### config.mk
export PLATFORM = sky130hd
export DESIGN_NAME = backing_store_map_table
export DESIGN_NICKNAME = d
export VERILOG_FILES = /design/src/rtl/bsmt_pkg.sv /design/src/rtl/bsmt_ram.sv /design/src/rtl/backing_store_map_table.sv
export VERILOG_INCLUDE_DIRS = /design/src /design/src/rtl
export SDC_FILE = /design/constraint.sdc
export NUM_CORES = 2
export LEC_CHECK = 0
export BUFFER_PORTS_ARGS = -buffer_cell sky130_fd_sc_hd__buf_2
export CORE_MARGIN = 4
export CORE_UTILIZATION = 57
export DETAILED_ROUTE_END_ITERATION = 16
export PLACE_DENSITY = 0.76
export SLEW_MARGIN = 30
export SYNTH_ARGS = -nofsm -noshare
export SYNTH_HDL_FRONTEND = slang
export SYNTH_SLANG_ARGS = --single-unit
### constraint.sdc
create_clock -name clk -period 3.72 [get_ports clk]
set_input_delay 0.186 -clock clk [delete_from_list [all_inputs] [get_ports clk]]
set_output_delay 0.186 -clock clk [all_outputs]
set_load 0.1 [all_outputs]
### src/rtl/backing_store_map_table_defines.svh
// ----------------------------------------------------------------------------
// Backing-store map table assertion macros
// Shared concurrent assertion forms, clocked on clk and disabled in reset.
// ----------------------------------------------------------------------------
`ifndef BACKING_STORE_MAP_TABLE_DEFINES_SVH
`define BACKING_STORE_MAP_TABLE_DEFINES_SVH

// same-cycle implication
`define BSMT_ASSERT_IMP(label, ante, cons) \
  label: assert property (@(posedge clk) disable iff (!rst_n) (ante) |-> (cons)) \
    else $error("bsmt: same-cycle check failed");

// next-cycle implication
`define BSMT_ASSERT_NXT(label, ante, cons) \
  label: assert property (@(posedge clk) disable iff (!rst_n) (ante) |=> (cons)) \
    else $error("bsmt: next-cycle check failed");

`endif

### src/rtl/bsmt_pkg.sv
// ----------------------------------------------------------------------------
// bsmt_pkg
// Sizes, action codes and sequencer states of the backing-store map table.
// ----------------------------------------------------------------------------
`default_nettype none

package bsmt_pkg;

  localparam int STORES     = 16;
  localparam int PROCS      = 64;
  localparam int PAGE_BYTES = 4096;

  localparam int STORE_W    = $clog2(STORES);
  localparam int PROC_W     = $clog2(PROCS);
  localparam int PAGE_SHIFT = $clog2(PAGE_BYTES);
  localparam int VPAGE_W    = 20;
  localparam int ENTRY_W    = STORE_W + VPAGE_W;
  localparam int CNT_MAX    = (STORES > PROCS) ? STORES : PROCS;
  localparam int CNT_W      = $clog2(CNT_MAX + 1);

  typedef enum logic [2:0] {
    ACT_ALLOC  = 3'd0,
    ACT_FREE   = 3'd1,
    ACT_LOOKUP = 3'd2,
    ACT_MAP    = 3'd3,
    ACT_UNMAP  = 3'd4
  } act_t;

  typedef enum logic [2:0] {
    ST_IDLE,
    ST_EXEC,
    ST_ALLOC,
    ST_SCAN,
    ST_REL
  } state_t;

endpackage

`default_nettype wire

### src/rtl/bsmt_ram.sv
// ----------------------------------------------------------------------------
// bsmt_ram
// Generic single-write, single-read RAM with registered read data.
// ----------------------------------------------------------------------------
`default_nettype none

module bsmt_ram #(
  parameter int WIDTH = 8,
  parameter int DEPTH = 16
) (
  input  wire logic                     clk,
  input  wire logic                     we,
  input  wire logic [$clog2(DEPTH)-1:0] waddr,
  input  wire logic [WIDTH-1:0]         wdata,
  input  wire logic [$clog2(DEPTH)-1:0] raddr,
  output logic      [WIDTH-1:0]         rdata
);

  logic [WIDTH-1:0] mem_r [DEPTH];

  always_ff @(posedge clk) begin
    if (we) begin
      mem_r[waddr] <= wdata;
    end
    rdata <= mem_r[raddr];
  end

endmodule

`default_nettype wire

### src/rtl/backing_store_map_table.sv
// ----------------------------------------------------------------------------
// Backing-store map table
// Store table and per-process table with allocate, free, lookup, map and
// unmap actions, run one item at a time by a small sequencer.
// ----------------------------------------------------------------------------
// Free, lookup, map and unknown actions end in ST_EXEC; allocate scans stores
// in ST_ALLOC (one store per cycle); unmap of a process holding a store scans
// the process table in ST_SCAN (one process-table RAM read per cycle), then
// releases in ST_REL, else ends in ST_EXEC. busy drops in the cycle out_valid
// rises, so a new item waits for the last. Results cannot be stalled.
// Synchronous reset clears all mapped flags and process valid bits at once.
// ----------------------------------------------------------------------------
`default_nettype none
`include "backing_store_map_table_defines.svh"

module backing_store_map_table
  import bsmt_pkg::*;
(
  input  wire logic        clk,
  input  wire logic        rst_n,
  input  wire logic        start,
  output logic             busy,
  input  wire logic [2:0]  in_action,
  input  wire logic [5:0]  in_pid,
  input  wire logic [5:0]  in_current_pid,
  input  wire logic [3:0]  in_store_id,
  input  wire logic [31:0] in_vaddr,
  input  wire logic [19:0] in_vpage,
  input  wire logic [7:0]  in_npages,
  output logic             out_valid,
  output logic             out_status,
  output logic [3:0]       out_store_out,
  output logic [19:0]      out_page_index
);

  state_t state_r, state_nxt;

  act_t        act_r;
  logic [5:0]  pid_r;
  logic [5:0]  cur_r;
  logic [3:0]  sid_r;
  logic [31:0] vaddr_r;
  logic [19:0] vpage_r;
  logic [7:0]  np_r;

  logic [STORES-1:0] store_mapped_r;
  logic [5:0]        store_owner_r [STORES];
  logic [7:0]        store_pages_r [STORES];
  logic [19:0]       store_base_r  [STORES];

  logic [PROCS-1:0]  proc_valid_r, proc_valid_nxt;

  logic [CNT_W-1:0]   cnt_r, cnt_nxt;
  logic               chk_r, chk_nxt;
  logic [PROC_W-1:0]  chk_idx_r, chk_idx_nxt;
  logic               shared_r, shared_nxt;
  logic [STORE_W-1:0] bs_r, bs_nxt;

  logic        out_valid_r, out_valid_nxt;
  logic        out_status_r, out_status_nxt;
  logic [3:0]  out_store_r, out_store_nxt;
  logic [19:0] out_pidx_r, out_pidx_nxt;

  logic               st_we;
  logic               st_set;
  logic [STORE_W-1:0] st_idx;

  logic               ram_we;
  logic [PROC_W-1:0]  ram_waddr;
  logic [ENTRY_W-1:0] ram_wdata;
  logic [PROC_W-1:0]  ram_raddr;
  logic [ENTRY_W-1:0] ram_rdata;
  logic [STORE_W-1:0] rd_store;
  logic [19:0]        rd_base;

  logic               accept;
  logic               pid_ok;
  logic               cur_ok;
  logic               sid_ok;
  logic               bs_ok;
  logic [PROC_W-1:0]  pid_idx;
  logic [PROC_W-1:0]  cur_idx;
  logic [STORE_W-1:0] sid_idx;
  logic               alloc_end;
  logic               alloc_hit;
  logic               scan_end;
  logic               scan_hit;

  assign accept    = start && (state_r == ST_IDLE);
  assign pid_ok    = 32'(pid_r) < PROCS;
  assign cur_ok    = 32'(cur_r) < PROCS;
  assign sid_ok    = 32'(sid_r) < STORES;
  assign bs_ok     = 32'(bs_r) < STORES;
  assign pid_idx   = PROC_W'(pid_r);
  assign cur_idx   = PROC_W'(cur_r);
  assign sid_idx   = STORE_W'(sid_r);
  assign rd_store  = ram_rdata[ENTRY_W-1 -: STORE_W];
  assign rd_base   = ram_rdata[VPAGE_W-1:0];
  assign alloc_end = 32'(cnt_r) >= STORES;
  assign alloc_hit = !alloc_end && !store_mapped_r[cnt_r[STORE_W-1:0]];
  assign scan_end  = 32'(cnt_r) >= PROCS;
  assign scan_hit  = chk_r && (chk_idx_r != pid_idx) && proc_valid_r[chk_idx_r]
                     && (rd_store == bs_r);

  assign ram_raddr = (state_r == ST_SCAN) ? cnt_r[PROC_W-1:0] : PROC_W'(in_pid);

  bsmt_ram #(
    .WIDTH (ENTRY_W),
    .DEPTH (PROCS)
  ) u_proc_ram (
    .clk   (clk),
    .we    (ram_we),
    .waddr (ram_waddr),
    .wdata (ram_wdata),
    .raddr (ram_raddr),
    .rdata (ram_rdata)
  );

  always_comb begin
    state_nxt = state_r;
    unique case (state_r)
      ST_IDLE: begin
        if (start) begin
          state_nxt = ST_EXEC;
        end
      end
      ST_EXEC: begin
        state_nxt = ST_IDLE;
        if (act_r == ACT_ALLOC) begin
          state_nxt = ST_ALLOC;
        end else if (act_r == ACT_UNMAP && pid_ok && proc_valid_r[pid_idx]) begin
          state_nxt = ST_SCAN;
        end
      end
      ST_ALLOC: begin
        if (alloc_end || alloc_hit) begin
          state_nxt = ST_IDLE;
        end
      end
      ST_SCAN: begin
        if (scan_end) begin
          state_nxt = ST_REL;
        end
      end
      ST_REL: begin
        state_nxt = ST_IDLE;
      end
      default: begin
        state_nxt = ST_IDLE;
      end
    endcase
  end

  always_comb begin
    proc_valid_nxt = proc_valid_r;
    cnt_nxt        = cnt_r;
    chk_nxt        = 1'b0;
    chk_idx_nxt    = chk_idx_r;
    shared_nxt     = shared_r;
    bs_nxt         = bs_r;
    out_valid_nxt  = 1'b0;
    out_status_nxt = out_status_r;
    out_store_nxt  = out_store_r;
    out_pidx_nxt   = out_pidx_r;
    st_we          = 1'b0;
    st_set         = 1'b0;
    st_idx         = sid_idx;
    ram_we         = 1'b0;
    ram_waddr      = pid_idx;
    ram_wdata      = {sid_idx, vpage_r};
    unique case (state_r)
      ST_IDLE: begin
      end
      ST_EXEC: begin
        out_status_nxt = 1'b1;
        out_store_nxt  = '0;
        out_pidx_nxt   = '0;
        cnt_nxt        = '0;
        unique case (act_r)
          ACT_ALLOC: begin
          end
          ACT_FREE: begin
            out_valid_nxt  = 1'b1;
            out_status_nxt = 1'b0;
            st_we          = sid_ok;
            if (cur_ok) begin
              proc_valid_nxt[cur_idx] = 1'b0;
            end
          end
          ACT_LOOKUP: begin
            out_valid_nxt = 1'b1;
            if (pid_ok && proc_valid_r[pid_idx]) begin
              out_status_nxt = 1'b0;
              out_store_nxt  = 4'(rd_store);
              out_pidx_nxt   = 20'(vaddr_r >> PAGE_SHIFT) - rd_base;
            end
          end
          ACT_MAP: begin
            out_valid_nxt = 1'b1;
            if (pid_r == cur_r && pid_ok && sid_ok) begin
              out_status_nxt          = 1'b0;
              st_we                   = 1'b1;
              st_set                  = 1'b1;
              ram_we                  = 1'b1;
              proc_valid_nxt[pid_idx] = 1'b1;
            end
          end
          ACT_UNMAP: begin
            out_status_nxt = 1'b0;
            if (pid_ok && proc_valid_r[pid_idx]) begin
              bs_nxt     = rd_store;
              cnt_nxt    = CNT_W'(1);
              shared_nxt = 1'b0;
            end else begin
              out_valid_nxt = 1'b1;
              if (pid_ok) begin
                proc_valid_nxt[pid_idx] = 1'b0;
              end
            end
          end
          default: begin
            out_valid_nxt = 1'b1;
          end
        endcase
      end
      ST_ALLOC: begin
        if (alloc_hit) begin
          out_valid_nxt  = 1'b1;
          out_status_nxt = 1'b0;
          out_store_nxt  = 4'(cnt_r);
        end else if (alloc_end) begin
          out_valid_nxt = 1'b1;
        end else begin
          cnt_nxt = cnt_r + CNT_W'(1);
        end
      end
      ST_SCAN: begin
        shared_nxt = shared_r | scan_hit;
        if (!scan_end) begin
          chk_nxt     = 1'b1;
          chk_idx_nxt = cnt_r[PROC_W-1:0];
          cnt_nxt     = cnt_r + CNT_W'(1);
        end
      end
      ST_REL: begin
        out_valid_nxt = 1'b1;
        if (!shared_r) begin
          st_we  = bs_ok;
          st_idx = bs_r;
          if (cur_ok) begin
            proc_valid_nxt[cur_idx] = 1'b0;
          end
        end
        proc_valid_nxt[pid_idx] = 1'b0;
      end
      default: begin
      end
    endcase
  end

  always_ff @(posedge clk) begin
    if (!rst_n) begin
      state_r        <= ST_IDLE;
      store_mapped_r <= '0;
      proc_valid_r   <= '0;
      out_valid_r    <= 1'b0;
      chk_r          <= 1'b0;
    end else begin
      state_r      <= state_nxt;
      proc_valid_r <= proc_valid_nxt;
      out_valid_r  <= out_valid_nxt;
      chk_r        <= chk_nxt;
      if (st_we) begin
        store_mapped_r[st_idx] <= st_set;
      end
    end
  end

  always_ff @(posedge clk) begin
    if (accept) begin
      act_r   <= act_t'(in_action);
      pid_r   <= in_pid;
      cur_r   <= in_current_pid;
      sid_r   <= in_store_id;
      vaddr_r <= in_vaddr;
      vpage_r <= in_vpage;
      np_r    <= in_npages;
    end
    if (st_we) begin
      store_owner_r[st_idx] <= st_set ? pid_r : '0;
      store_pages_r[st_idx] <= st_set ? np_r : '0;
      store_base_r[st_idx]  <= st_set ? vpage_r : '0;
    end
    cnt_r        <= cnt_nxt;
    chk_idx_r    <= chk_idx_nxt;
    shared_r     <= shared_nxt;
    bs_r         <= bs_nxt;
    out_status_r <= out_status_nxt;
    out_store_r  <= out_store_nxt;
    out_pidx_r   <= out_pidx_nxt;
  end

  assign busy           = (state_r != ST_IDLE);
  assign out_valid      = out_valid_r;
  assign out_status     = out_status_r;
  assign out_store_out  = out_store_r;
  assign out_page_index = out_pidx_r;

  `BSMT_ASSERT_IMP(a_out_when_idle, out_valid_r, state_r == ST_IDLE)
  `BSMT_ASSERT_NXT(a_accept_to_exec, start && !busy, state_r == ST_EXEC)
  `BSMT_ASSERT_IMP(a_scan_cnt_range, state_r == ST_SCAN,
                   cnt_r != '0 && 32'(cnt_r) <= PROCS)
  `BSMT_ASSERT_IMP(a_alloc_free_store,
                   out_valid_r && act_r == ACT_ALLOC && !out_status_r,
                   !store_mapped_r[STORE_W'(out_store_r)])

endmodule

`default_nettype wire

== Yosys cells after proc, flatten, opt, wreduce, memory -nomap -nowiden ==
Memory sizes are Yosys's and may differ from the RTL's. A register that Yosys moved wholly into a read port is not among the register bits.
Index checks and enable logic that the tools add are counted.

* Bits in registers: 199
* Memory bits (writable): 1,536
* Input bits: 82
* Logic and storage cells: 150
* Memories: 1

* $add $sub $neg: 2
* Magnitude comparators: 10
* Eq/ne operators: 23
* Mux-type cells: 59
* Bitwise gates (word level): 8
* Reduce and logical (&&, ||, !) cells: 29

{| class="wikitable"
|+ Memories
! memory !! depth !! width !! rd ports !! clocked after memory_dff !! wr ports !! RTL line !! RTL
|-
| u_proc_ram.mem_r || 64 || 24 || 1 || 1 || 1 || bsmt_ram.sv:19 || <nowiki>logic [WIDTH-1:0] mem_r [DEPTH];</nowiki>
|}

{| class="wikitable"
|+ Operators with widths
! cell !! number
|-
| $mux 64 || 4
|-
| $and 64x64->64 || 3
|-
| $pmux 64 s3 || 1
|-
| $not 64->64 || 2
|-
| $pmux 64 s2 || 1
|-
| $or 64x64->64 || 1
|-
| $mux 1 || 22
|-
| $lt 6x7->1 const B || 3
|-
| $mux 7 || 3
|-
| $pmux 7 s3 || 1
|-
| $mux 4 || 5
|-
| $sub 20x20->20 || 1
|-
| $ne 2x2->1 const B || 9
|-
| $bwmux 16 || 1
|-
| $bmux 1 s6 || 2
|-
| $demux 1 s6 || 2
|-
| $eq 3x2->1 const B || 4
|-
| $ge 6x1->1 const B || 2
|-
| $pmux 3 s4 || 1
|-
| $lt 4x5->1 const B || 2
|-
| $pmux 1 s2 || 5
|-
| $logic_and 1x1->1 || 9
|-
| $mux 3 || 3
|-
| $reduce_and 3->1 || 3
|-
| 27 further kinds || 41
|}

== Longest topological paths before layout ==
* Word-level depth: 10
* Gate-level depth with buffers: 12

== By module ==
A second synthesis with hierarchy kept.

* Cell total of the unflattened synthesis: 4,054
* Area, all modules: 72,238.0 sq um

{| class="wikitable"
|+ Modules (own cells, without submodules)
! module !! times used !! cells an instance !! area each (sq um) !! sequential area each (sq um)
|-
| bsmt_ram || 1 || 2,609 || 59,271.8 || 46,604.7
|-
| backing_store_map_table || 1 || 1,445 || 12,966.2 || 4,764.6
|}

== Worst setup path before layout ==
Ideal clock, no wire load.

* Kind: register to register
* Start point: reg state_r[0]
* End point: reg act_r[0], enable pin
* Library setup time: 0.477 ns
* Arrival time: 3.926 ns
* Slack: -0.683 ns
* Stages on the path, launching flop included: 4
* Path buffers: 1
* Clock period less this slack: 4.403 ns
* Cell sequence: dfxtp_1 -> clkbuf_1 -> or3_1 -> nor2_1

* Longest elaborated chain between the ends: 2

{| class="wikitable"
|+ RTL lines
! element !! RTL line !! RTL
|-
| from (decl) || backing_store_map_table.sv:36 || <nowiki>state_t state_r, state_nxt;</nowiki>
|-
| from (signal assigned) || backing_store_map_table.sv:269 || <nowiki>state_r <= state_nxt;</nowiki>
|-
| $logic_not 3->1 || backing_store_map_table.sv:89 || <nowiki>assign accept = start && (state_r == ST_IDLE);</nowiki>
|-
| $logic_and 1x1->1 || backing_store_map_table.sv:89 ||
|-
| net accept || backing_store_map_table.sv:76 || <nowiki>logic accept;</nowiki>
|-
| to (signal assigned) || backing_store_map_table.sv:281 || <nowiki>act_r <= act_t'(in_action);</nowiki>
|-
| to (decl) || backing_store_map_table.sv:38 || <nowiki>act_t act_r;</nowiki>
|}

The timed path passes the listed nets, and every way through them passes these cells.
A chain may end at the register's enable or synchronous reset.

== Worst setup path in the final report ==
* Start point: reg pid_r[2] (netlist: pid_idx[2])
* End point: reg proc_valid_r[3]

* Longest elaborated chain between the ends: 9
* Elaborated cells between the ends (all ways): 19
* Classes of those cells: order compare (2); eq/ne (3); mux (8); bitwise (4); reduce/logical (2)

{| class="wikitable"
|+ RTL lines
! element !! RTL line !! RTL
|-
| from (decl) || backing_store_map_table.sv:39 || <nowiki>logic [5:0] pid_r;</nowiki>
|-
| from (signal assigned) || backing_store_map_table.sv:282 || <nowiki>pid_r <= in_pid;</nowiki>
|-
| $lt 6x7->1 (not written as such) / $ge 6x1->1 (equally long branches) || backing_store_map_table.sv:205, backing_store_map_table.sv:217, backing_store_map_table.sv:254 ||
|-
| $logic_and 1x1->1 (not written as such) || backing_store_map_table.sv:205, backing_store_map_table.sv:217, backing_store_map_table.sv:254 ||
|-
| $mux 1 (not written as such) || backing_store_map_table.sv:205, backing_store_map_table.sv:217, backing_store_map_table.sv:254 ||
|-
| $demux 1 s6 || backing_store_map_table.sv:205, backing_store_map_table.sv:217, backing_store_map_table.sv:254 ||
|-
| $not 64->64 (no source line) || -- ||
|-
| $and 64x64->64 (no source line) || -- ||
|-
| $mux 64 || backing_store_map_table.sv:210 || <nowiki>if (pid_ok && proc_valid_r[pid_idx]) begin</nowiki>
|-
| $pmux 64 s3 || backing_store_map_table.sv:179 || <nowiki>unique case (act_r)</nowiki>
|-
| $pmux 64 s2 || backing_store_map_table.sv:171 || <nowiki>unique case (state_r)</nowiki>
|-
| to (signal assigned) || backing_store_map_table.sv:270 || <nowiki>proc_valid_r <= proc_valid_nxt;</nowiki>
|-
| to (decl) || backing_store_map_table.sv:51 || <nowiki>logic [PROCS-1:0] proc_valid_r, proc_valid_nxt;</nowiki>
|}

Several ways; a longest one is shown, not always the timed one. The select of a mux whose other input is x is not followed.

==> results <==
- The number of buffers inserted by port buffering is 88.
- The clock tree synthesis step divided the H-tree into 4 levels.
- The clock network fraction of total power is 40.2%.
- The vias per cell is 6.95.
- The number of primary I/O pins is 109.
- The instance count along the most critical hold path is 2.
- The leading register cell type out of synthesis is edfxtp_1.
- The number of nets handed over by synthesis was 3955.
- In this run, CTS created clock tree buffers numbering 163.
- The combinational power share is 6.2%.
- The worst register-to-register path has a setup slack of 0.18 ns.
- The beginning of the worst register-to-register path is pid_idx[2].
- For this run, the number of Yosys warnings is 0.
- For the worst setup path, the data arrival time is 4.25 ns.
- The net switching fraction of the power is 22.2%.
- The initial standard-cell utilization of the core is 57.6%.
- The iteration-0 DRC count of the detailed router is 6270.
- The shortest clock period the worst path allows after layout is 3.54 ns.
- The endpoint with the worst hold slack is vpage_r[13].
- For the worst flop-to-flop path, the logic depth is 8.
- A synthesized cell averages 18.2 um^2.
- The clock skew after layout is 0.0374 ns.
- At the pin with the least slew margin, the transition time is 1.03 ns.
- Measured along the x axis, the die boundary spans 359 um.
- The slowest stage of the critical path belongs to the cell edfxtp_1.
- Setup violations remaining at the end of the flow were counted as 0.
- The post-synthesis instance area is 0.0703 mm^2.
- The die covers 0.129 mm^2.
- In the layout the commonest cells are edfxtp_1, mux4_2, buf_4, nor2_1, a22oi_1.
- The startpoint type of the worst setup path is a flop.
- The count of flip-flops with a built-in enable after synthesis is 1638.
- The net count reported at finish is 4298.
- The CTS sink count is 1747.
- The flow ran to the end, and the final reports show no timing, DRC or antenna violations.
- Summed over all nets, the half-perimeter wirelength after detailed placement is 112000 um.
- The worst setup path is captured at a flop.
- The total negative setup slack is 0 ns.
- After clock tree synthesis, the clock-pin slew on the worst setup and hold paths is 0.07 ns.
- The number of global-route vias before repair is 40700.
- The detailed-route wire length is 197000 um.
- The worst hold slack across all endpoints is 0.113 ns.
- The endpoint of the lowest-slack register-to-register path is proc_valid_r[3].
- The wire length of the first global-routing pass is 286000 um.
- The DRC violation count after routing is 0.
- The signal on the critical path passes through mux4_2 -> mux2i_1 -> o211ai_1 -> a211oi_4 -> o31ai_4 -> buf_4 -> a21oi_1 -> o31ai_1.
- The number of inserted filler cells in the final layout is 7733.
- The normalized max-slew margin is 31.1%.
- After floorplanning, the core was divided into 128 placement rows.
- The final hold violation count is 0.
- In this run the most critical hold path is launched from in_vpage[13].
- The cell leakage power is 25.6 nW.
- Detailed routing inserted a total of 41400 vias.
- Clock latency on the worst-skew pair, taken at its later pin, is 0.80 ns.
- The clock tree from TritonCTS is done.
- The critical path is of the flop to flop type.
- The layout-stage area growth over the synthesis result is 14.3%.
- For this run, the register share of the synthesized area comes to 73.1%.
- The internal power is 31.6 mW.
- Global routing used 30.4% of the available tracks.
- The first detailed-routing pass ran for 7 iterations.
- Across the run, the number of max-cap violations was 0.
- In this run the deepest clock path goes through 3 buffers.
- The worst supply voltage drop on vdd is 0.000483 V.
- The largest fanout on the critical path is 25.
- The cell at the root of the clock tree is clkbuf_16.
- The proportion of layout cells with a drive suffix above 1 is 25.6%.
- The synthesized instance count is 3851.
- The global-route congestion overflow total is 0.
- The distinct cell type count of the synthesized netlist is 67.
- The final number of max-transition violations is 0.
- The kind of path behind the tightest hold check is input pin to flop.
- The register bit count reported by yosys is 1747.
- The power per cell area is 505 mW/mm^2.
- The routability congestion estimate is 0.900.
- Dividing the final minimum period by the clock period gives 95.1%.
- In this run the standard cell core region covers 0.122 mm^2.
- The worst path required time is 4.43 ns.
- The largest stage delay on the critical path is 0.89 ns.
- Dividing the detail-routed wire length by the instance count gives 33.1 um.
- In the synthesized netlist the async set-or-reset flop fraction comes to 0%.
- The number of antenna violations at the first check in global routing is 14.
- The switching power summed over all nets is 9.00 mW.
- The floorplan step set the die height to 359 um.
- Setup repair after global routing left no endpoint under its margin.
- The part of the total power dissipated in sequential elements is 53.6%.
- The commonest non-fill, non-tap cell in the layout is edfxtp_1.
- Entering global routing, the biggest net connects 65 pins.
- Once detail routing completed, the nets flagged for antenna violations numbered 0.
- The timing-limited maximum frequency is 283 MHz.
-- state kept, by name, summed over array words and instances, names as in the netlist, 4 cells and up --
register	cells
proc_valid_r	64
cur_idx	6
cnt_r	7
bs_r	4
u_proc_ram.mem_r	1536
u_proc_ram.rdata	24
chk_idx_r	6
sid_idx	4
out_store_out	4
store_mapped_r	16
vpage_r	20
vaddr_r	20
out_page_index	20
pid_idx	6
-- worst max-delay path by stage --
stage	cells after the start	from	end
floorplan	8	pid_idx[0]	u_proc_ram.mem_r[10][0]
global placement	9	state_r[2]	u_proc_ram.rdata[9]
detailed placement	9	state_r[2]	u_proc_ram.rdata[13]
CTS	8	state_r[2]	u_proc_ram.rdata[5]
global route	8	pid_idx[4]	proc_valid_r[50]
finish	8	pid_idx[2]	proc_valid_r[3]
-- logic make-up (layout without fill, tap and decap cells) --
logic type	after synthesis	count (layout)	synth area share (%)
other cells	0	10	0
compound gates	615	615	5.77
mux	448	448	13.7
flops	1747	1747	73.1
xor+xnor	30	30	0.374
buf+inv	286	760	1.84
simple gates	703	703	4.78
fa+ha+maj	22	22	0.402
-- cells in the mapped netlist (38+ instances only) --
| library cell | n | share of area, % |
|---|---|---|
| edfxtp_1 | 1638 | 70 |
| mux4_2 | 411 | 13 |
| nor2_1 | 217 | 1.2 |
| a22oi_1 | 191 | 2.0 |
| nand2_1 | 164 | 0.88 |
| o21ai_0 | 150 | 1.1 |
| clkbuf_1 | 135 | 0.72 |
| nor3_1 | 123 | 0.88 |
| dfxtp_1 | 109 | 3.1 |
| a21oi_1 | 100 | 0.71 |
| buf_2 | 64 | 0.46 |
| nand4_1 | 45 | 0.40 |
| o22ai_1 | 45 | 0.40 |
| a221oi_1 | 42 | 0.52 |
| inv_1 | 38 | 0.20 |
-- through the flow --
step | total power, mW | cells | setup slack [ns] | util, % | instance area [um^2]
4_1_cts | 40.6 | 5949 | 0.298 | 65.8 | 80300
3_5_place_dp | 24.5 | 5590 | 0.0588 | 61.0 | 74500
3_3_place_gp | 24.5 | 5589 | 0.145 | 61.0 | 74400
6_report | 40.6 | 5960 | 0.182 | 65.8 | 80300
2_1_floorplan | 23.6 | 3851 | -0.262 | - | 70300
5_1_grt | 41.8 | 5952 | 0.0711 | 65.8 | 80300
-- power groups by stage --
stage                     Combinational (mW)  Clock, mW  Sequential, mW
after floorplan                         1.29          0            22.3
after CTS                               2.45       16.4            21.7
after global placement                  2.30          0            22.2
after detailed placement                2.36          0            22.2
after global routing                    2.64       17.4            21.7
final                                   2.51       16.3            21.7
-- per-layer routing --
metal | vias to the layer above | part of all wire [%] | track usage (%)
met5 | - | 0.021 | 0
met4 | 6 | 5.1 | 14.3
met3 | 558 | 13 | 7.93
met2 | 3331 | 48 | 47.3
met1 | 21000 | 35 | 40.8
li1 | 16500 | - | -
-- repair_timing --
action / 4_1_cts / 5_1_grt
setup endpoints to repair: 1 / 1
hold buffers: 61 / 0
endpoints found under the hold margin: 70 / 0
setup buffers: 2 / 0
cloned: 0 / 0
pin swaps: 0 / 2
gates resized for setup: 0 / 3
-- worst max-delay path, delay by kind of cell, from the launching register on --
family                 cells  cell delay (ns)
flip-flops                 1             0.89
multiplexers               2             0.50
AO/OA/AOI/OAI              5             1.57
buffers and inverters      1             0.46
-- layout make-up --
| type | instances | area [um^2] | share of cell area (%) |
|---|---|---|---|
| clock buffer | 214 | 4330 | 5.39 |
| tap | 1625 | 2030 | 2.53 |
| sequential | 1747 | 51400 | 63.9 |
| multi-input combinational | 1818 | 18100 | 22.5 |
| timing repair buffer | 425 | 3530 | 4.39 |
| antenna | 10 | 25.0 | 0.0312 |
| clock inverter | 82 | 838 | 1.04 |
| inverter | 39 | 146 | 0.182 |
Power figures use the tool's default switching activity.
